## src/hdl/uorb_pkg.sv

```systemverilog
// shared constants, types and helpers for the uart ring buffer block
package uorb_pkg;

	// ring geometry
	localparam int RING_DEPTH = 64;
	localparam int PTR_W      = (RING_DEPTH > 1) ? $clog2(RING_DEPTH) : 1;
	localparam int CNT_W      = $clog2(RING_DEPTH + 1);
	localparam int BYTE_W     = 8;
	localparam int REQ_W      = 3;
	localparam int LEVEL_W    = 7;

	// request kinds
	localparam logic [REQ_W-1:0] REQ_RX_PUT  = 3'd0;
	localparam logic [REQ_W-1:0] REQ_READ    = 3'd1;
	localparam logic [REQ_W-1:0] REQ_PEEK    = 3'd2;
	localparam logic [REQ_W-1:0] REQ_SEND    = 3'd3;
	localparam logic [REQ_W-1:0] REQ_TX_DONE = 3'd4;

	// commands from the sequencer to the datapath
	typedef struct packed {
		logic take;
		logic exec;
		logic read;
		logic load;
	} ctrl_cmd_t;

	// pointer advance with wrap at the ring end
	function automatic logic [PTR_W-1:0] ptr_next(input logic [PTR_W-1:0] p);
		logic [PTR_W-1:0] n;
		if (p == PTR_W'(RING_DEPTH - 1)) begin
			n = '0;
		end else begin
			n = p + 1'b1;
		end
		return n;
	endfunction

endpackage

```

## src/hdl/uorb_ram.sv

```systemverilog
// generic single-write, single-read ram with registered read data
module uorb_ram #(
	parameter int WIDTH = 8,
	parameter int DEPTH = 64
) (
	input  logic                     clk,
	input  logic                     we,
	input  logic [$clog2(DEPTH)-1:0] waddr,
	input  logic [WIDTH-1:0]         wdata,
	input  logic                     re,
	input  logic [$clog2(DEPTH)-1:0] raddr,
	output logic [WIDTH-1:0]         rdata
);

	logic [WIDTH-1:0] mem [DEPTH];

	// write port and registered read port
	always_ff @(posedge clk) begin
		if (we) begin
			mem[waddr] <= wdata;
		end
		if (re) begin
			rdata <= mem[raddr];
		end
	end

endmodule

```

## src/hdl/uorb_ctrl.sv

```systemverilog
// sequencer: request handshake, execute, ram read, load and result handshake
module uorb_ctrl
	import uorb_pkg::*;
(
	input  logic      clk,
	input  logic      arst_n,
	input  logic      req_valid,
	output logic      req_stall,
	output logic      res_valid,
	input  logic      res_stall,
	output ctrl_cmd_t cmd
);

	localparam logic [2:0] S_IDLE = 3'd0;
	localparam logic [2:0] S_EXEC = 3'd1;
	localparam logic [2:0] S_READ = 3'd2;
	localparam logic [2:0] S_LOAD = 3'd3;
	localparam logic [2:0] S_OUT  = 3'd4;

	logic [2:0] state_q;
	logic [2:0] state_d;

	// handshake outputs come from the state alone
	assign req_stall = (state_q != S_IDLE);
	assign res_valid = (state_q == S_OUT);

	// commands to the datapath
	assign cmd.take = (state_q == S_IDLE) && req_valid;
	assign cmd.exec = (state_q == S_EXEC);
	assign cmd.read = (state_q == S_READ);
	assign cmd.load = (state_q == S_LOAD);

	// next state
	always_comb begin
		state_d = state_q;
		unique case (state_q)
			S_IDLE: begin
				if (req_valid) begin
					state_d = S_EXEC;
				end
			end
			S_EXEC: state_d = S_READ;
			S_READ: state_d = S_LOAD;
			S_LOAD: state_d = S_OUT;
			S_OUT: begin
				if (!res_stall) begin
					state_d = S_IDLE;
				end
			end
			default: state_d = S_IDLE;
		endcase
	end

	// state register
	always_ff @(posedge clk or negedge arst_n) begin
		if (!arst_n) begin
			state_q <= S_IDLE;
		end else begin
			state_q <= state_d;
		end
	end

endmodule

```

## src/hdl/uorb_dpath.sv

```systemverilog
// datapath: ring pointers, counts, valid bits, the two rings and result registers
module uorb_dpath
	import uorb_pkg::*;
(
	input  logic               clk,
	input  logic               arst_n,
	input  ctrl_cmd_t          cmd,
	input  logic [REQ_W-1:0]   req_type,
	input  logic [BYTE_W-1:0]  data_byte,
	output logic [BYTE_W-1:0]  read_byte,
	output logic [LEVEL_W-1:0] rx_level,
	output logic               tx_start,
	output logic [BYTE_W-1:0]  tx_byte,
	output logic               tx_idle
);

	// latched request
	logic [REQ_W-1:0]  req_type_q;
	logic [BYTE_W-1:0] data_q;

	// ring state
	logic [PTR_W-1:0] rx_head_q, rx_tail_q, tx_head_q, tx_tail_q;
	logic [CNT_W-1:0] rx_cnt_q, tx_cnt_q;
	logic             tx_stalled_q;
	logic [RING_DEPTH-1:0] rx_vld_q, tx_vld_q;

	// next values
	logic [PTR_W-1:0] rx_head_d, rx_tail_d, tx_head_d, tx_tail_d, tx_tail1;
	logic [CNT_W-1:0] rx_cnt_d, tx_cnt_d, tx_cnt1;
	logic             tx_stalled_d;
	logic             rx_we, tx_we;
	logic [PTR_W-1:0] rx_raddr_d, tx_raddr_d;
	logic             rx_use_d, tx_use_d;

	// pending read addresses and result selects
	logic [PTR_W-1:0]  rx_raddr_q, tx_raddr_q;
	logic              rx_use_q, tx_use_q;
	logic [BYTE_W-1:0] rx_rdata, tx_rdata;

	// result registers
	logic [BYTE_W-1:0]  read_byte_q, tx_byte_q;
	logic [LEVEL_W-1:0] rx_level_q;
	logic               tx_start_q, tx_idle_q;

	// request latch
	always_ff @(posedge clk) begin
		if (cmd.take) begin
			req_type_q <= req_type;
			data_q     <= data_byte;
		end
	end

	// execute step: writes, pointer moves and read address choice
	always_comb begin
		rx_we        = 1'b0;
		tx_we        = 1'b0;
		rx_head_d    = rx_head_q;
		rx_tail_d    = rx_tail_q;
		rx_cnt_d     = rx_cnt_q;
		tx_head_d    = tx_head_q;
		tx_tail_d    = tx_tail_q;
		tx_cnt_d     = tx_cnt_q;
		tx_stalled_d = tx_stalled_q;
		tx_tail1     = tx_tail_q;
		tx_cnt1      = tx_cnt_q;
		rx_raddr_d   = rx_tail_q;
		tx_raddr_d   = tx_tail_q;
		rx_use_d     = 1'b0;
		tx_use_d     = 1'b0;
		unique case (req_type_q)
			REQ_RX_PUT: begin
				rx_we     = 1'b1;
				rx_head_d = ptr_next(rx_head_q);
				if (rx_cnt_q < CNT_W'(RING_DEPTH)) begin
					rx_cnt_d = rx_cnt_q + 1'b1;
				end else begin
					rx_tail_d = ptr_next(rx_tail_q);
				end
			end
			REQ_READ: begin
				if (rx_cnt_q != '0) begin
					rx_use_d  = 1'b1;
					rx_tail_d = ptr_next(rx_tail_q);
					rx_cnt_d  = rx_cnt_q - 1'b1;
				end
			end
			REQ_PEEK: begin
				rx_use_d = 1'b1;
			end
			REQ_SEND: begin
				tx_we     = 1'b1;
				tx_head_d = ptr_next(tx_head_q);
				// full ring drops its oldest byte
				if (tx_cnt_q < CNT_W'(RING_DEPTH)) begin
					tx_cnt1 = tx_cnt_q + 1'b1;
				end else begin
					tx_tail1 = ptr_next(tx_tail_q);
				end
				if (tx_stalled_q) begin
					tx_stalled_d = 1'b0;
					tx_use_d     = 1'b1;
					tx_raddr_d   = tx_tail1;
					tx_tail_d    = ptr_next(tx_tail1);
					tx_cnt_d     = tx_cnt1 - 1'b1;
				end else begin
					tx_tail_d = tx_tail1;
					tx_cnt_d  = tx_cnt1;
				end
			end
			REQ_TX_DONE: begin
				if (tx_cnt_q != '0) begin
					tx_use_d  = 1'b1;
					tx_tail_d = ptr_next(tx_tail_q);
					tx_cnt_d  = tx_cnt_q - 1'b1;
				end else begin
					tx_stalled_d = 1'b1;
				end
			end
			default: begin
			end
		endcase
	end

	// control state, cleared at reset; valid bits stand in for a zeroed store
	always_ff @(posedge clk or negedge arst_n) begin
		if (!arst_n) begin
			rx_head_q    <= '0;
			rx_tail_q    <= '0;
			rx_cnt_q     <= '0;
			tx_head_q    <= '0;
			tx_tail_q    <= '0;
			tx_cnt_q     <= '0;
			tx_stalled_q <= 1'b1;
			rx_vld_q     <= '0;
			tx_vld_q     <= '0;
			rx_use_q     <= 1'b0;
			tx_use_q     <= 1'b0;
		end else if (cmd.exec) begin
			rx_head_q    <= rx_head_d;
			rx_tail_q    <= rx_tail_d;
			rx_cnt_q     <= rx_cnt_d;
			tx_head_q    <= tx_head_d;
			tx_tail_q    <= tx_tail_d;
			tx_cnt_q     <= tx_cnt_d;
			tx_stalled_q <= tx_stalled_d;
			rx_use_q     <= rx_use_d;
			tx_use_q     <= tx_use_d;
			if (rx_we) begin
				rx_vld_q[rx_head_q] <= 1'b1;
			end
			if (tx_we) begin
				tx_vld_q[tx_head_q] <= 1'b1;
			end
		end
	end

	// read addresses held for the ram read step
	always_ff @(posedge clk) begin
		if (cmd.exec) begin
			rx_raddr_q <= rx_raddr_d;
			tx_raddr_q <= tx_raddr_d;
		end
	end

	// receive and transmit rings
	uorb_ram #(
		.WIDTH (BYTE_W),
		.DEPTH (RING_DEPTH)
	) u_rx_ram (
		.clk   (clk),
		.we    (cmd.exec && rx_we),
		.waddr (rx_head_q),
		.wdata (data_q),
		.re    (cmd.read),
		.raddr (rx_raddr_q),
		.rdata (rx_rdata)
	);

	uorb_ram #(
		.WIDTH (BYTE_W),
		.DEPTH (RING_DEPTH)
	) u_tx_ram (
		.clk   (clk),
		.we    (cmd.exec && tx_we),
		.waddr (tx_head_q),
		.wdata (data_q),
		.re    (cmd.read),
		.raddr (tx_raddr_q),
		.rdata (tx_rdata)
	);

	// result load; a never-written entry reads as zero
	always_ff @(posedge clk) begin
		if (cmd.load) begin
			read_byte_q <= (rx_use_q && rx_vld_q[rx_raddr_q]) ? rx_rdata : '0;
			tx_byte_q   <= (tx_use_q && tx_vld_q[tx_raddr_q]) ? tx_rdata : '0;
			tx_start_q  <= tx_use_q;
			rx_level_q  <= LEVEL_W'(rx_cnt_q);
			tx_idle_q   <= tx_stalled_q;
		end
	end

	assign read_byte = read_byte_q;
	assign rx_level  = rx_level_q;
	assign tx_start  = tx_start_q;
	assign tx_byte   = tx_byte_q;
	assign tx_idle   = tx_idle_q;

endmodule

```

## src/hdl/uart_overwrite_ring_buffers_core.sv

```systemverilog
// top level of the uart receive and transmit overwrite ring buffers
// an accepted request walks the sequencer through execute, ring ram read, result load
//   and the result handshake; no new request is taken until its result is accepted
// reset: asynchronous, clears pointers, counts and per-entry valid bits at once,
//   marks the transmitter idle; no clearing pass, requests are taken right away
module uart_overwrite_ring_buffers_core
	import uorb_pkg::*;
(
	input  logic               clk,
	input  logic               arst_n,
	input  logic               req_valid,
	output logic               req_stall,
	input  logic [REQ_W-1:0]   req_type,
	input  logic [BYTE_W-1:0]  data_byte,
	output logic               res_valid,
	input  logic               res_stall,
	output logic [BYTE_W-1:0]  read_byte,
	output logic [LEVEL_W-1:0] rx_level,
	output logic               tx_start,
	output logic [BYTE_W-1:0]  tx_byte,
	output logic               tx_idle
);

	ctrl_cmd_t cmd;

	// sequencer
	uorb_ctrl u_ctrl (
		.clk       (clk),
		.arst_n    (arst_n),
		.req_valid (req_valid),
		.req_stall (req_stall),
		.res_valid (res_valid),
		.res_stall (res_stall),
		.cmd       (cmd)
	);

	// rings and result registers
	uorb_dpath u_dpath (
		.clk       (clk),
		.arst_n    (arst_n),
		.cmd       (cmd),
		.req_type  (req_type),
		.data_byte (data_byte),
		.read_byte (read_byte),
		.rx_level  (rx_level),
		.tx_start  (tx_start),
		.tx_byte   (tx_byte),
		.tx_idle   (tx_idle)
	);

endmodule

```

## config.mk

```make
export PLATFORM = sky130hd
export DESIGN_NAME = uart_overwrite_ring_buffers_core
export DESIGN_NICKNAME = d
export VERILOG_FILES = /design/src/hdl/uorb_pkg.sv /design/src/hdl/uorb_ram.sv /design/src/hdl/uorb_ctrl.sv /design/src/hdl/uorb_dpath.sv /design/src/hdl/uart_overwrite_ring_buffers_core.sv
export SDC_FILE = /design/constraint.sdc
export NUM_CORES = 1
export LEC_CHECK = 0
export BUFFER_PORTS_ARGS = -buffer_cell sky130_fd_sc_hd__buf_4
export CORE_ASPECT_RATIO = 0.7
export CORE_MARGIN = 2
export CORE_UTILIZATION = 36
export DETAILED_ROUTE_END_ITERATION = 8
export PLACE_DENSITY_LB_ADDON = 0.2
export SYNTH_ARGS = -nofsm -noshare
export SYNTH_HDL_FRONTEND = slang
export SYNTH_SLANG_ARGS = --single-unit
```

## constraint.sdc

```tcl
create_clock -name clk -period 6.56 [get_ports clk]
set_input_delay 0.328 -clock clk [delete_from_list [all_inputs] [get_ports clk]]
set_output_delay 0.328 -clock clk [all_outputs]
set_load 0.03 [all_outputs]
```

; ---- After elaboration in Yosys (flattened, before gate mapping)
; Memory sizes are Yosys's and may differ from the RTL's. A register that Yosys moved wholly into a read port is not among the register bits.
; Index checks and enable logic that the tools add are counted.
[totals]
regBits = 220
mem_bits_rw = 1024
inputBits = 15
output_inout_bits = 27
word_cells = 133
memories = 2
[mem_list]
columns = memory, depth, width, rd, rd_ports_with_merged_regs, write_ports, line_no
row1 = u_dpath.u_rx_ram.mem, 64, 8, 1, 1, 1, uorb_ram.sv:15  ; logic [WIDTH-1:0] mem [DEPTH];
row2 = u_dpath.u_tx_ram.mem, 64, 8, 1, 1, 1, uorb_ram.sv:15
[classes]
add_sub_neg = 10
magnitude_cmp = 8
n_eq_ne = 20
n_mux = 47
bitwise = 2
n_reduce_logical = 23
[op_table]
columns = operator, count
row1 = $or 64x64->64, 2
row2 = $mux 6, 13
row3 = $mux 7, 6
row4 = $add 6x1->6 const B, 5
row5 = $eq 6x6->1 const B, 5
row6 = $lt 6x7->1 const B, 4
row7 = $pmux 7 s2, 2
row8 = $pmux 6 s2, 2
row9 = $sub 7x1->7 const B, 3
row10 = $pmux 3 s5, 1
row11 = $add 7x1->7 const B, 2
row12 = $lt 7x7->1 const B, 2
row13 = $mux 1, 14
row14 = $reduce_bool 7->1, 2
row15 = $bmux 1 s6, 2
row16 = $demux 1 s6, 2
row17 = $eq 3x2->1 const B, 4
row18 = $ge 6x1->1 const B, 2
row19 = $reduce_and 2->1, 5
row20 = $ne 2x2->1 const B, 4
row21 = $reduce_and 4->1, 2
row22 = $logic_and 1x1->1, 7
row23 = $eq 3x1->1 const B, 2
row24 = $eq 3x3->1 const B, 2
row25 = 7 further kinds, 15

; ---- Longest topological paths before layout
; Gate-level depths: netlist of run 1.
[logic_depth]
ltp_word = 8
depth_mapped = 11

; ---- Cells and area by module
; From an unflattened synthesis of run 1, not the netlist that was laid out.
[unflattened]
cells_unflattened = 2725
area_unflattened_um2 = 50855.0
[modules_own_cells]
columns = mod, instances, cells_each, area_each_um2, seq_area_each_um2
row1 = uorb_ram, 2, 940, 20246.9, 15615.0
row2 = uorb_dpath, 1, 830, 10199.8, 5671.7
row3 = uorb_ctrl, 1, 15, 161.4, 75.1

; ---- Least setup slack after synthesis of run 1
; OpenSTA, ideal clock, no wires.
[synth_path]
kind = register -> register
from = register u_ctrl.state_q[1]
to = memory u_dpath.u_tx_ram.mem[27][0], enable pin
t_arrival_ns = 2.424
required_ns = 6.175
path_slack_ns = 3.751
stages_incl_launch_ff = 7
n_path_buf = 2
period_less_slack_ns = 2.809
path_cell_list = dfrtp_1 or3b_2 buf_2 inv_1 nand2b_1 clkbuf_1 nor3_1
[synth_via]
elab_chain_len = 4
[synth_lines]
columns = item, line_no
row1 = from (decl), uorb_ctrl.sv:20  ; logic [2:0] state_q;
row2 = from (signal assigned), uorb_ctrl.sv:59  ; state_q <= state_d;
row3 = $eq 3x1->1, uorb_ctrl.sv:29  ; assign cmd.exec = (state_q == S_EXEC);
row4 = $logic_and 1x1->1, uorb_dpath.sv:184  ; .we (cmd.exec && tx_we),
row5 = $mux 1, uorb_ram.sv:19  ; if (we) begin
row6 = $mux 1 (not written as such), uorb_ram.sv:20  ; mem[waddr] <= wdata;
row7 = to (decl), uorb_ram.sv:15
; No other way between the ends.

; ---- Final worst setup path of run 1
[layout_path]
from = register u_ctrl.state_q[1]
to = memory u_dpath.u_tx_ram.mem[42][0], enable pin
; The elaborated chain is that of the path after synthesis.

==> results of run 1 <==
-- layout make-up --
| class | instances | area [µm²] |
|---|---|---|
| fill | 12000 | 81200 |
| multi-input combinational | 1149 | 12100 |
| clock inverter | 57 | 487 |
| timing repair buffer | 94 | 835 |
| clock buffer | 179 | 3680 |
| sequential | 1260 | 37000 |
| tap | 1856 | 2320 |
| inverter | 27 | 101 |
-- critical path, cell delays in order (launching register included) --
cell	delay (ps)
sky130_fd_sc_hd__dfrtp_1	430
sky130_fd_sc_hd__or3b_2	650
sky130_fd_sc_hd__inv_1	480
sky130_fd_sc_hd__nand2b_1	430
sky130_fd_sc_hd__nor2_1	280
sky130_fd_sc_hd__nand3b_1	540
sky130_fd_sc_hd__nor2_1	800
-- registers in the layout (all words and copies together) (netlist names), 7 cells and up --
signal,cells
u_dpath.u_rx_ram.mem,512
u_dpath.u_tx_ram.mem,512
u_dpath.rx_vld_q,64
u_dpath.tx_vld_q,64
u_dpath.data_q,8
u_dpath.read_byte,8
u_dpath.tx_byte,8
u_dpath.u_rx_ram.rdata,8
u_dpath.u_tx_ram.rdata,8
u_dpath.rx_cnt_q,7
u_dpath.rx_level,7
u_dpath.tx_cnt_q,7
-- placed cells by master (no fill, tap or decap), types with 10 or more instances in the layout --
cell,netlist,layout
sky130_fd_sc_hd__or3_1,12,12
sky130_fd_sc_hd__mux4_2,306,306
sky130_fd_sc_hd__nor4_1,12,12
sky130_fd_sc_hd__xor2_1,10,10
sky130_fd_sc_hd__xnor2_1,16,16
sky130_fd_sc_hd__clkinv_1,1,19
sky130_fd_sc_hd__edfxtp_1,1088,1088
sky130_fd_sc_hd__o21ai_0,33,32
sky130_fd_sc_hd__nand2_1,61,61
sky130_fd_sc_hd__and3_1,15,15
sky130_fd_sc_hd__mux2i_1,30,30
sky130_fd_sc_hd__clkbuf_16,0,137
sky130_fd_sc_hd__dfrtp_1,171,171
sky130_fd_sc_hd__ha_1,14,14
sky130_fd_sc_hd__a211oi_1,25,25
sky130_fd_sc_hd__nand3b_1,16,16
sky130_fd_sc_hd__nand3_1,22,22
sky130_fd_sc_hd__a22oi_1,21,21
sky130_fd_sc_hd__clkbuf_1,64,33
sky130_fd_sc_hd__clkbuf_8,0,10
sky130_fd_sc_hd__clkinv_2,0,24
sky130_fd_sc_hd__nor2b_1,28,27
sky130_fd_sc_hd__buf_4,12,72
sky130_fd_sc_hd__nor3_1,19,18
sky130_fd_sc_hd__dlygate4sd3_1,0,14
sky130_fd_sc_hd__o22ai_1,51,51
sky130_fd_sc_hd__o31ai_1,10,10
sky130_fd_sc_hd__nor2_1,176,175
sky130_fd_sc_hd__a211o_1,10,10
sky130_fd_sc_hd__inv_1,26,26
sky130_fd_sc_hd__a21oi_1,30,30
sky130_fd_sc_hd__or2_2,125,125
-- timing repair --
action,in CTS,in global routing
endpoints found under the hold margin,65,0
setup endpoints to repair,0,0
hold buffers,14,0
-- per-stage QoR --
stage	power, W	utilization, %
final	0.0218	41.0
after global routing	0.0226	41.0
after CTS	0.0220	41.0
after detailed placement	0.0147	37.9
after global placement	0.0147	37.9
after floorplan	0.0129	-
-- cells by family (layout without fill, tap and decap cells) --
group | Yosys count | in the layout | share of synthesized area, %
flip-flops | 1260 | 1260 | 74.3
AND/OR/NAND/NOR | 540 | 540 | 5.70
multiplexers | 342 | 342 | 14.6
AO/OA/AOI/OAI | 226 | 226 | 3.12
buffers and inverters | 161 | 357 | 1.46
XOR/XNOR | 26 | 26 | 0.457
adder cells (fa/ha/maj) | 15 | 15 | 0.392
-- power groups by stage --
stage | logic [W] | registers (W) | clock network, W
floorplan | 0.00304 | 0.00990 | 0
global placement | 0.00482 | 0.00984 | 0
detailed placement | 0.00488 | 0.00984 | 0
CTS | 0.00490 | 0.00968 | 0.00743
global route | 0.00519 | 0.00972 | 0.00773
finish | 0.00485 | 0.00968 | 0.00727
-- routing by layer --
metal	vias to the layer above	global-route usage [%]	routed length, µm
met1	13600	27.6	59000
met5	-	0	12
met3	159	4.86	10300
met4	2	4.60	2410
met2	948	24.9	53900
li1	10600	-	-
-- final timing paths --
path	to	depth (start not counted)	start
setup / recovery	u_dpath.u_tx_ram.mem[42][0]	6	u_ctrl.state_q[1]
hold / removal	u_dpath.tx_vld_q[14]	2	arst_n
setup reg to reg	u_dpath.u_tx_ram.mem[42][0]	6	u_ctrl.state_q[1]
hold reg to reg	u_dpath.rx_vld_q[30]	1	u_dpath.rx_vld_q[30]
max in group asynchronous	u_dpath.tx_vld_q[38]	3	arst_n
min in group clk	u_dpath.data_q[2]	2	data_byte[2]
==> metrics.txt, run 1 <==
# TYPE chip_impl_metric gauge
chip_impl_info{name="status",value="finished clean"} 1
chip_impl_metric{name="flop2flop_setup_slack",unit="ps"} 2560
chip_impl_metric{name="detail_route.first_pass.iterations",unit=""} 5
chip_impl_metric{name="combinationalPowerShare",unit="%"} 22.2
chip_impl_metric{name="routed_wire_length",unit="µm"} 126000
chip_impl_metric{name="placeableCoreArea",unit="µm²"} 138000
chip_impl_metric{name="height_of_the_chip",unit="µm"} 315
chip_impl_metric{name="placement.cell_area",unit="µm²"} 52200
chip_impl_info{name="ys_dominant_reg_cell",value="sky130_fd_sc_hd__edfxtp_1"} 1
chip_impl_metric{name="setup_viol_count_final",unit=""} 0
chip_impl_metric{name="critical_path_peak_fanout",unit=""} 16
chip_impl_metric{name="vdd_drop_max",unit="V"} 0.000378
chip_impl_metric{name="floorplan.io_pins",unit=""} 42
chip_impl_metric{name="post_cts.repair.setup_buffers",unit=""} 0
chip_impl_metric{name="timing.final.hold_violations",unit=""} 0
chip_impl_metric{name="max_freq",unit="MHz"} 250
chip_impl_metric{name="routed_via_density",unit=""} 5.47
chip_impl_metric{name="count_of_routing_violations_after_the_opening_detailed_route_iteration",unit=""} 2801
chip_impl_metric{name="pre_cts_ws",unit="ps"} 2610
chip_impl_metric{name="post_synth_num_cell_types",unit=""} 74
chip_impl_metric{name="grt_use_total",unit="%"} 17.9
chip_impl_info{name="min-delay-path-class",value="in2async"} 1
chip_impl_metric{name="postRouteAntennaNets",unit=""} 0
chip_impl_metric{name="post_drt_wl_per_cell",unit="µm"} 27.2
chip_impl_info{name="grt_setup_unrepaired",value="false"} 1
chip_impl_metric{name="start_util",unit="%"} 36.2
chip_impl_metric{name="buffer_ports.inserted",unit=""} 41
chip_impl_metric{name="cts.clk_slew.worst_paths",unit="ps"} 60
chip_impl_metric{name="placed_cells_incl_taps",unit=""} 4372
chip_impl_metric{name="netSwitchingFraction",unit="%"} 29.1
chip_impl_metric{name="grt_overflow",unit=""} 0
chip_impl_metric{name="die_area",unit="µm²"} 141000
chip_impl_metric{name="clockBufferDepth",unit=""} 3
chip_impl_metric{name="net-switching-power",unit="W"} 0.00635
chip_impl_metric{name="crit_required",unit="ps"} 6920
chip_impl_metric{name="drive_gt1_share",unit="%"} 26.1
chip_impl_info{name="timing.setup.critical_path_class",value="reg2reg"} 1
chip_impl_metric{name="p_leak",unit="nW"} 18.9
chip_impl_metric{name="nets",unit=""} 2692
chip_impl_metric{name="grt_pass1_wl",unit="µm"} 182000
chip_impl_metric{name="route.vias.total",unit=""} 25300
chip_impl_metric{name="postLayoutSetupSlackWorst",unit="ps"} 2560
chip_impl_metric{name="drv.max_cap_violation_count",unit=""} 0
chip_impl_metric{name="yosys_warnings",unit=""} 0
chip_impl_metric{name="synth.ff_latch_count",unit=""} 1260
chip_impl_metric{name="yosysSeqAreaShare",unit="%"} 74.3
chip_impl_metric{name="synth.top_cell.area_share",unit="%"} 65.6
chip_impl_info{name="root_buf_cell",value="sky130_fd_sc_hd__clkbuf_16"} 1
chip_impl_metric{name="final.period_utilization",unit="%"} 60.9
chip_impl_info{name="netlist_top_cells_area",value="sky130_fd_sc_hd__edfxtp_1 (66%), sky130_fd_sc_hd__mux4_2 (14%), sky130_fd_sc_hd__dfrtp_1 (8.6%)"} 1
chip_impl_metric{name="clk_sink_count",unit=""} 1260
chip_impl_info{name="synth_largest_area_cell",value="sky130_fd_sc_hd__edfxtp_1"} 1
chip_impl_metric{name="place_congestion",unit=""} 0.809
chip_impl_metric{name="post-route-min-period",unit="ps"} 4000
chip_impl_metric{name="internal-power",unit="W"} 0.0154
chip_impl_metric{name="grt_pass1_vias",unit=""} 25400
chip_impl_metric{name="share_seq_of_total_power",unit="%"} 44.4
chip_impl_info{name="synth_common_cells",value="sky130_fd_sc_hd__edfxtp_1 (1,088), sky130_fd_sc_hd__mux4_2 (306), sky130_fd_sc_hd__nor2_1 (176)"} 1
chip_impl_metric{name="cts.repair.resized",unit=""} 0
chip_impl_metric{name="largest_net_degree_at_the_start_of_global_routing",unit=""} 147
chip_impl_metric{name="max-slew-margin-rel",unit="%"} 21.9
chip_impl_metric{name="design_area",unit="µm²"} 56500
chip_impl_metric{name="asyncSetResetFlopFracSynth",unit="%"} 13.7
chip_impl_metric{name="fp.dieW",unit="µm"} 448
chip_impl_info{name="synthMostInstantiatedCell",value="sky130_fd_sc_hd__edfxtp_1"} 1
chip_impl_metric{name="fin_hold_ws",unit="ps"} 80.8
chip_impl_metric{name="fin_tns_setup",unit="ps"} 0
chip_impl_metric{name="place.detailed.hpwl",unit="µm"} 77600
chip_impl_metric{name="avgSynthCellArea",unit="µm²"} 19.4
chip_impl_metric{name="cell_area_after_synthesis",unit="µm²"} 49800
chip_impl_metric{name="arrival",unit="ps"} 4350
chip_impl_info{name="worst_setup_path_end_kind",value="register"} 1
chip_impl_metric{name="cts_htree_levels",unit=""} 4
chip_impl_metric{name="postSynthCellCount",unit=""} 2570
chip_impl_metric{name="tightestPinTransition",unit="ps"} 1170
chip_impl_metric{name="clockPowerShare",unit="%"} 33.3
chip_impl_metric{name="number_of_antenna_violations_at_the_first_check_in_global_routing",unit=""} 5
chip_impl_metric{name="count_of_flip_flops_with_a_built_in_enable_after_synthesis",unit=""} 1088
chip_impl_metric{name="final-instance-count-excl-fill",unit=""} 4622
chip_impl_metric{name="synth_nets",unit=""} 2600
chip_impl_info{name="worst_setup_path_start_kind",value="register"} 1
chip_impl_metric{name="numCtsBuffers",unit=""} 130
chip_impl_metric{name="final_max_slew_viol_count",unit=""} 0
chip_impl_metric{name="post_route_drc",unit=""} 0
chip_impl_metric{name="p_per_area",unit="nW/µm²"} 386
chip_impl_info{name="tritoncts",value="yes"} 1
chip_impl_metric{name="antenna-diode-count",unit=""} 0
chip_impl_metric{name="finClkSkew",unit="ps"} 25.1
chip_impl_metric{name="worstSkewPairLatency",unit="ps"} 750
chip_impl_metric{name="placementRows",unit=""} 114
chip_impl_metric{name="areaGrowthSynthToFinish",unit="%"} 13.5
Note: power is estimated with default switching activity, not from simulation.
==> run 2, diff against run 1 <==
==> constraint.sdc (replaced) <==
create_clock -name clk -period 3.87 [get_ports clk]
set_input_delay 0.1935 -clock clk [delete_from_list [all_inputs] [get_ports clk]]
set_output_delay 0.1935 -clock clk [all_outputs]
set_load 0.03 [all_outputs]
==> run 2 against run 1 <==
Net effect:
- worst hold slack improved by 29 ps
- critical path type unchanged
- largest power group unchanged
- critical endpoint is now u_dpath.rx_cnt_q[6]
- clock skew decreased by 3.2 ps
- non-clock buffer count increased by 115
==> metrics.txt, run 2 (synthesis results as in run 1) <==
# TYPE chip_impl_metric gauge
chip_impl_metric{name="number_of_antenna_violations_at_the_first_check_in_global_routing",unit=""} 0
chip_impl_metric{name="pre_cts_ws",unit="ps"} 600
chip_impl_metric{name="setup_viol_count_final",unit=""} 0
chip_impl_metric{name="grt_pass1_wl",unit="µm"} 187000
chip_impl_metric{name="floorplan.io_pins",unit=""} 42
chip_impl_metric{name="grt_pass1_vias",unit=""} 26000
chip_impl_metric{name="detail_route.first_pass.iterations",unit=""} 5
chip_impl_metric{name="vdd_drop_max",unit="V"} 0.000414
chip_impl_metric{name="fp.dieW",unit="µm"} 448
chip_impl_metric{name="routed_via_density",unit=""} 5.46
chip_impl_metric{name="post_route_drc",unit=""} 0
chip_impl_metric{name="final_max_slew_viol_count",unit=""} 0
chip_impl_metric{name="grt_overflow",unit=""} 0
chip_impl_metric{name="crit_required",unit="ps"} 4540
chip_impl_metric{name="buffer_ports.inserted",unit=""} 41
chip_impl_metric{name="die_area",unit="µm²"} 141000
chip_impl_info{name="worst_setup_path_start_kind",value="register"} 1
chip_impl_metric{name="cts_htree_levels",unit=""} 4
chip_impl_metric{name="fin_util",unit="%"} 41.9
chip_impl_info{name="worst_setup_path_end_kind",value="register"} 1
chip_impl_metric{name="postLayoutSetupSlackWorst",unit="ps"} 554
chip_impl_metric{name="arrival",unit="ps"} 3980
chip_impl_metric{name="grt_use_total",unit="%"} 18.3
chip_impl_info{name="grt_setup_unrepaired",value="false"} 1
chip_impl_metric{name="route.vias.total",unit=""} 25900
chip_impl_metric{name="worstSkewPairLatency",unit="ps"} 750
chip_impl_metric{name="critical_path_peak_fanout",unit=""} 9
chip_impl_info{name="critPathSlowestCell",value="sky130_fd_sc_hd__edfxtp_1"} 1
chip_impl_metric{name="p_per_area",unit="nW/µm²"} 651
chip_impl_metric{name="fin_tns_setup",unit="ps"} 0
chip_impl_metric{name="numCtsBuffers",unit=""} 134
chip_impl_metric{name="post_cts.repair.setup_buffers",unit=""} 0
chip_impl_metric{name="final-instance-count-excl-fill",unit=""} 4745
chip_impl_metric{name="start_util",unit="%"} 36.2
chip_impl_metric{name="timing.final.hold_violations",unit=""} 0
chip_impl_metric{name="drv.max_cap_violation_count",unit=""} 0
chip_impl_metric{name="max_freq",unit="MHz"} 302
chip_impl_metric{name="placeableCoreArea",unit="µm²"} 138000
chip_impl_info{name="path_cells",value="inv_1 -> nor3_1 -> buf_4 -> inv_1 -> fa_1 -> nor2b_1 -> o21ai_0 -> a21boi_0 -> o21ai_0 -> a211oi_1 -> xnor2_1"} 1
chip_impl_metric{name="largest_net_degree_at_the_start_of_global_routing",unit=""} 129
chip_impl_info{name="timing.setup.critical_path_class",value="reg2reg"} 1
chip_impl_metric{name="slowest_delay",unit="ps"} 640
chip_impl_info{name="reg_top3",value="u_dpath.u_rx_ram.mem (512), u_dpath.u_tx_ram.mem (512)"} 1
chip_impl_metric{name="post_drt_wl_per_cell",unit="µm"} 26.9
chip_impl_metric{name="p_leak",unit="nW"} 19.6
chip_impl_metric{name="clk_sink_count",unit=""} 1260
chip_impl_metric{name="count_of_routing_violations_after_the_opening_detailed_route_iteration",unit=""} 2890
chip_impl_info{name="status",value="finished clean"} 1
chip_impl_metric{name="place_congestion",unit=""} 0.854
chip_impl_metric{name="clockBufferDepth",unit=""} 3
chip_impl_metric{name="finClkSkew",unit="ps"} 22.0
chip_impl_metric{name="place.detailed.hpwl",unit="µm"} 79800
chip_impl_metric{name="drive_gt1_share",unit="%"} 28.9
chip_impl_metric{name="cts.clk_slew.worst_paths",unit="ps"} 60
chip_impl_info{name="critical-path-top-delay-family",value="compound AO/OA/AOI/OAI gates"} 1
chip_impl_metric{name="postRouteAntennaNets",unit=""} 0
chip_impl_info{name="tritoncts",value="yes"} 1
chip_impl_info{name="min-delay-path-class",value="in2async"} 1
chip_impl_metric{name="areaGrowthSynthToFinish",unit="%"} 15.8
chip_impl_metric{name="worst-path-buf-inv",unit=""} 3
chip_impl_metric{name="max-slew-margin-rel",unit="%"} 7.03
chip_impl_metric{name="tightestPinTransition",unit="ps"} 1380
chip_impl_info{name="layout_common_cells",value="sky130_fd_sc_hd__edfxtp_1 (1,088), sky130_fd_sc_hd__mux4_2 (306), sky130_fd_sc_hd__buf_4 (179)"} 1
chip_impl_info{name="layout.cells.most_common",value="sky130_fd_sc_hd__edfxtp_1"} 1
chip_impl_metric{name="routed_wire_length",unit="µm"} 128000
chip_impl_metric{name="height_of_the_chip",unit="µm"} 315
chip_impl_info{name="root_buf_cell",value="sky130_fd_sc_hd__clkbuf_16"} 1
chip_impl_metric{name="final.period_utilization",unit="%"} 85.7
chip_impl_metric{name="placementRows",unit=""} 114
chip_impl_metric{name="placed_cells_incl_taps",unit=""} 4487
chip_impl_metric{name="nets",unit=""} 2811
chip_impl_metric{name="post-route-min-period",unit="ps"} 3320
[run 2: repair_timing]
item	CTS	global route
gates resized for setup	0	0
hold buffers	14	0
hold endpoints to repair	98	0
[run 2: cell type report]
type | count | area (µm²)
well taps | 1856 | 2320
clock inverters | 67 | 607
inverters | 27 | 101
multi-input cells | 1149 | 12100
repair buffers | 209 | 1800
fillers | 11900 | 80000
clock buffers | 176 | 3730
diodes | 1 | 2.50
flip-flops and latches | 1260 | 37000
[run 2: metal layers]
| metal | share of wire [%] | track usage (%) |
|---|---|---|
| met3 | 7.7 | 4.30 |
| met4 | 1.4 | 3.94 |
| met1 | 49 | 29.5 |
| met2 | 42 | 24.9 |
| met5 | 0 | 0 |
[run 2: worst register-to-register path: cells and delay by family (launching register included)]
| family | cells | cell delay [ps] |
|---|---|---|
| flops | 1 | 640 |
| buf+inv | 3 | 610 |
| simple gates | 2 | 620 |
| xor+xnor | 1 | 150 |
| fa+ha+maj | 1 | 400 |
| compound gates | 4 | 830 |
[run 2: report_power, final]
group / internal (W) / total [W] / leakage [nW] / switching, W
Sequential: 0.0158 / 0.0165 / 12.2 / 0.000678
Combinational: 0.00328 / 0.00832 / 5.33 / 0.00505
Clock: 0.00751 / 0.0127 / 2.11 / 0.00517
[run 2: final timing paths]
check                                      start              endpoint  slack, ps  cells after the start
hold reg to reg             u_dpath.rx_vld_q[27]  u_dpath.rx_vld_q[27]        460                      1
max in group asynchronous                 arst_n  u_dpath.rx_vld_q[57]       2720                      3
setup / recovery           u_dpath.req_type_q[0]   u_dpath.rx_cnt_q[6]        550                     11
setup reg to reg           u_dpath.req_type_q[0]   u_dpath.rx_cnt_q[6]        550                     11
min in group clk                    data_byte[4]     u_dpath.data_q[4]        170                      2
hold / removal                            arst_n  u_dpath.tx_vld_q[21]        110                      2
[run 2: stage by stage]
stage	total power (W)	hold WS [ps]	instance area, µm²
4_1_cts	0.0379	117	57600
3_5_place_dp	0.0251	345	53100
2_1_floorplan	0.0219	-102	49800
5_1_grt	0.0389	144	57600
3_3_place_gp	0.0250	342	53100
6_report	0.0375	110	57600
==> run 3, diff against run 2 <==
--- a/config.mk
+++ b/config.mk
@@ -6,11 +6,12 @@
 export NUM_CORES = 1
 export LEC_CHECK = 0
 export BUFFER_PORTS_ARGS = -buffer_cell sky130_fd_sc_hd__buf_4
+export CAP_MARGIN = 30
 export CORE_ASPECT_RATIO = 0.7
 export CORE_MARGIN = 2
 export CORE_UTILIZATION = 36
 export DETAILED_ROUTE_END_ITERATION = 8
-export PLACE_DENSITY_LB_ADDON = 0.2
+export PLACE_DENSITY = 0.54
 export SYNTH_ARGS = -nofsm -noshare
 export SYNTH_HDL_FRONTEND = slang
 export SYNTH_SLANG_ARGS = --single-unit
==> run 3 against run 2 <==
Net effect:
- combinational power up 2%
- maximum frequency grew 0.24%
- sequential cell count did not move
- power fell by 0.86%
- wire length is 3.6% lower
- non-clock buffer count rose by 15
- highest routed layer is now met5
- final cell count up 0.23%
- count of clock-buffer cells in the layout rose by 2
- global-route usage down 0.68 points
- clock skew increased by 7.2 ps
- cell area barely moved
==> metrics.txt, run 3 (synthesis results as in run 1) <==
# TYPE chip_impl_metric gauge
chip_impl_info{name="timing.rr.start",value="u_ctrl.state_q[1]"} 1
chip_impl_metric{name="fp.dieW",unit="µm"} 448
chip_impl_metric{name="finClkSkew",unit="ps"} 29.2
chip_impl_metric{name="die_area",unit="µm²"} 141000
chip_impl_metric{name="count_of_routing_violations_after_the_opening_detailed_route_iteration",unit=""} 2634
chip_impl_metric{name="floorplan.io_pins",unit=""} 42
chip_impl_metric{name="post-route-min-period",unit="ps"} 3310
chip_impl_metric{name="placeableCoreArea",unit="µm²"} 138000
chip_impl_metric{name="combinationalPowerShare",unit="%"} 22.7
chip_impl_metric{name="critical_path_peak_fanout",unit=""} 6
chip_impl_metric{name="postRouteAntennaNets",unit=""} 0
chip_impl_metric{name="place.detailed.hpwl",unit="µm"} 77500
chip_impl_metric{name="grt_use_total",unit="%"} 17.6
chip_impl_info{name="layout.cells.most_common",value="sky130_fd_sc_hd__edfxtp_1"} 1
chip_impl_metric{name="setup_viol_count_final",unit=""} 0
chip_impl_info{name="critPathSlowestCell",value="sky130_fd_sc_hd__nand3_1"} 1
chip_impl_info{name="worst_setup_path_start_kind",value="register"} 1
chip_impl_metric{name="route.vias.total",unit=""} 25700
chip_impl_metric{name="cts_htree_levels",unit=""} 4
chip_impl_metric{name="numCtsBuffers",unit=""} 130
chip_impl_metric{name="regArea",unit="µm²"} 37000
chip_impl_metric{name="vdd_drop_max",unit="V"} 0.000462
chip_impl_metric{name="timing.final.hold_violations",unit=""} 0
chip_impl_metric{name="start_util",unit="%"} 36.2
chip_impl_metric{name="grt_pass1_vias",unit=""} 26200
chip_impl_metric{name="max_freq",unit="MHz"} 302
chip_impl_metric{name="crit_required",unit="ps"} 4320
chip_impl_metric{name="nets",unit=""} 2822
chip_impl_metric{name="height_of_the_chip",unit="µm"} 315
chip_impl_metric{name="grt_pass1_wl",unit="µm"} 181000
chip_impl_metric{name="netSwitchingFraction",unit="%"} 29.4
chip_impl_metric{name="grt_overflow",unit=""} 0
chip_impl_info{name="reg_top3",value="u_dpath.u_rx_ram.mem (512), u_dpath.u_tx_ram.mem (512)"} 1
chip_impl_metric{name="number_of_antenna_violations_at_the_first_check_in_global_routing",unit=""} 4
chip_impl_info{name="worst_setup_path_end_kind",value="register"} 1
chip_impl_info{name="root_buf_cell",value="sky130_fd_sc_hd__clkbuf_16"} 1
chip_impl_metric{name="placementRows",unit=""} 114
chip_impl_metric{name="tightestPinTransition",unit="ps"} 1080
chip_impl_metric{name="cts.clk_slew.worst_paths",unit="ps"} 60
chip_impl_metric{name="slowest_delay",unit="ps"} 640
chip_impl_metric{name="area_of_the_multi_input_gates",unit="µm²"} 12100
chip_impl_metric{name="fin_tns_setup",unit="ps"} 0
chip_impl_info{name="status",value="finished clean"} 1
chip_impl_metric{name="clockPowerShare",unit="%"} 33.1
chip_impl_metric{name="final.period_utilization",unit="%"} 85.5
chip_impl_metric{name="clockBufferDepth",unit=""} 3
chip_impl_metric{name="place_congestion",unit=""} 0.816
chip_impl_metric{name="clk_sink_count",unit=""} 1260
chip_impl_metric{name="fin_hold_ws",unit="ps"} 41.5
chip_impl_metric{name="p_per_area",unit="nW/µm²"} 646
chip_impl_metric{name="post_cts.repair.setup_buffers",unit=""} 0
chip_impl_metric{name="areaGrowthSynthToFinish",unit="%"} 15.8
chip_impl_metric{name="drv.max_cap_violation_count",unit=""} 0
chip_impl_info{name="min-delay-path-class",value="in2async"} 1
chip_impl_metric{name="detail_route.first_pass.iterations",unit=""} 5
chip_impl_metric{name="fillCellCount",unit=""} 12000
chip_impl_info{name="grt_setup_unrepaired",value="false"} 1
chip_impl_metric{name="post_drt_wl_per_cell",unit="µm"} 25.9
chip_impl_metric{name="postLayoutSetupSlackWorst",unit="ps"} 562
chip_impl_metric{name="routed_wire_length",unit="µm"} 123000
chip_impl_info{name="tritoncts",value="yes"} 1
chip_impl_info{name="layout_common_cells",value="sky130_fd_sc_hd__edfxtp_1 (1,088), sky130_fd_sc_hd__mux4_2 (306), sky130_fd_sc_hd__buf_4 (187)"} 1
chip_impl_metric{name="final_max_slew_viol_count",unit=""} 0
chip_impl_info{name="timing.setup.critical_path_class",value="reg2reg"} 1
chip_impl_info{name="worstReg2RegEnd",value="u_dpath.u_tx_ram.mem[20][4]"} 1
chip_impl_metric{name="routed_via_density",unit=""} 5.40
chip_impl_info{name="path_cells",value="or3b_2 -> buf_4 -> nor2_1 -> nand3_1 -> nor2_1 -> buf_4"} 1
chip_impl_metric{name="share_seq_of_total_power",unit="%"} 44.2
chip_impl_metric{name="arrival",unit="ps"} 3760
chip_impl_metric{name="flop2flop_setup_slack",unit="ps"} 560
chip_impl_metric{name="post_route_drc",unit=""} 0
chip_impl_metric{name="internal-power",unit="W"} 0.0263
chip_impl_metric{name="worstRegToRegCells",unit=""} 6
chip_impl_metric{name="p_leak",unit="nW"} 19.6
chip_impl_metric{name="drive_gt1_share",unit="%"} 29.4
chip_impl_metric{name="worstSkewPairLatency",unit="ps"} 760
chip_impl_metric{name="pre_cts_ws",unit="ps"} 578
chip_impl_metric{name="net-switching-power",unit="W"} 0.0109
chip_impl_metric{name="largest_net_degree_at_the_start_of_global_routing",unit=""} 129
chip_impl_info{name="timing.critical_path.from",value="u_ctrl.state_q[1]"} 1
chip_impl_metric{name="buffer_ports.inserted",unit=""} 41
chip_impl_metric{name="max-slew-margin-rel",unit="%"} 27.5
## run 3: how the worst max path moves through the flow
stage	end	slack, ps
final	u_dpath.u_tx_ram.mem[20][4]	560
after global routing	u_dpath.u_rx_ram.mem[6][5]	420
after CTS	u_dpath.u_tx_ram.mem[20][4]	560
after detailed placement	u_dpath.u_tx_ram.mem[20][1]	580
after global placement	u_dpath.u_tx_ram.mem[20][0]	590
after floorplan	u_dpath.u_tx_ram.mem[27][0]	1060
## run 3: critical path: cells and delay by family (launching register included)
family	cells	cell delay, ps
buf+inv	2	450
flops	1	420
simple gates	4	2120
## run 3: per-layer routing
layer	wire (µm)	up-vias	track usage, %	part of all wire, %
li1	-	10800	-	-
met1	56400	13700	26.3	46
met2	53400	925	24.8	43
met3	9960	209	4.96	8.1
met4	3380	2	5.88	2.7
met5	85	-	0.439	0.069
## run 3: layout make-up
type                            instances  share of cell area (%)
Inverter                               27                   0.176
Timing Repair Buffer                  224                    3.41
Multi-Input combinational cell       1149                    21.0
Clock buffer                          178                    6.24
Sequential cell                      1260                    64.2
Antenna cell                            1                 0.00434
Clock inverter                         61                    1.01
Tap cell                             1856                    4.03
## run 3: per-stage QoR
step | cells | instance area [µm²] | util [%] | power [W]
4_1_cts | 4751 | 57600 | 41.8 | 0.0375
3_3_place_gp | 4494 | 53200 | 38.7 | 0.0250
5_1_grt | 4756 | 57600 | 41.9 | 0.0386
6_report | 4756 | 57600 | 41.9 | 0.0372
2_1_floorplan | 2570 | 49800 | - | 0.0219
3_5_place_dp | 4498 | 53200 | 38.7 | 0.0252
## run 3: repair_timing
item                                   CTS  global route
gates resized for setup                  0             0
endpoints found under the hold margin   94             0
hold buffers                            14             0
## run 3: power groups by stage
stage,logic [W],registers (W),clock network (W)
final,0.00845,0.0165,0.0123
after global routing,0.00901,0.0165,0.0131
after CTS,0.00847,0.0165,0.0126
after detailed placement,0.00843,0.0167,0
after global placement,0.00825,0.0167,0
after floorplan,0.00516,0.0168,0
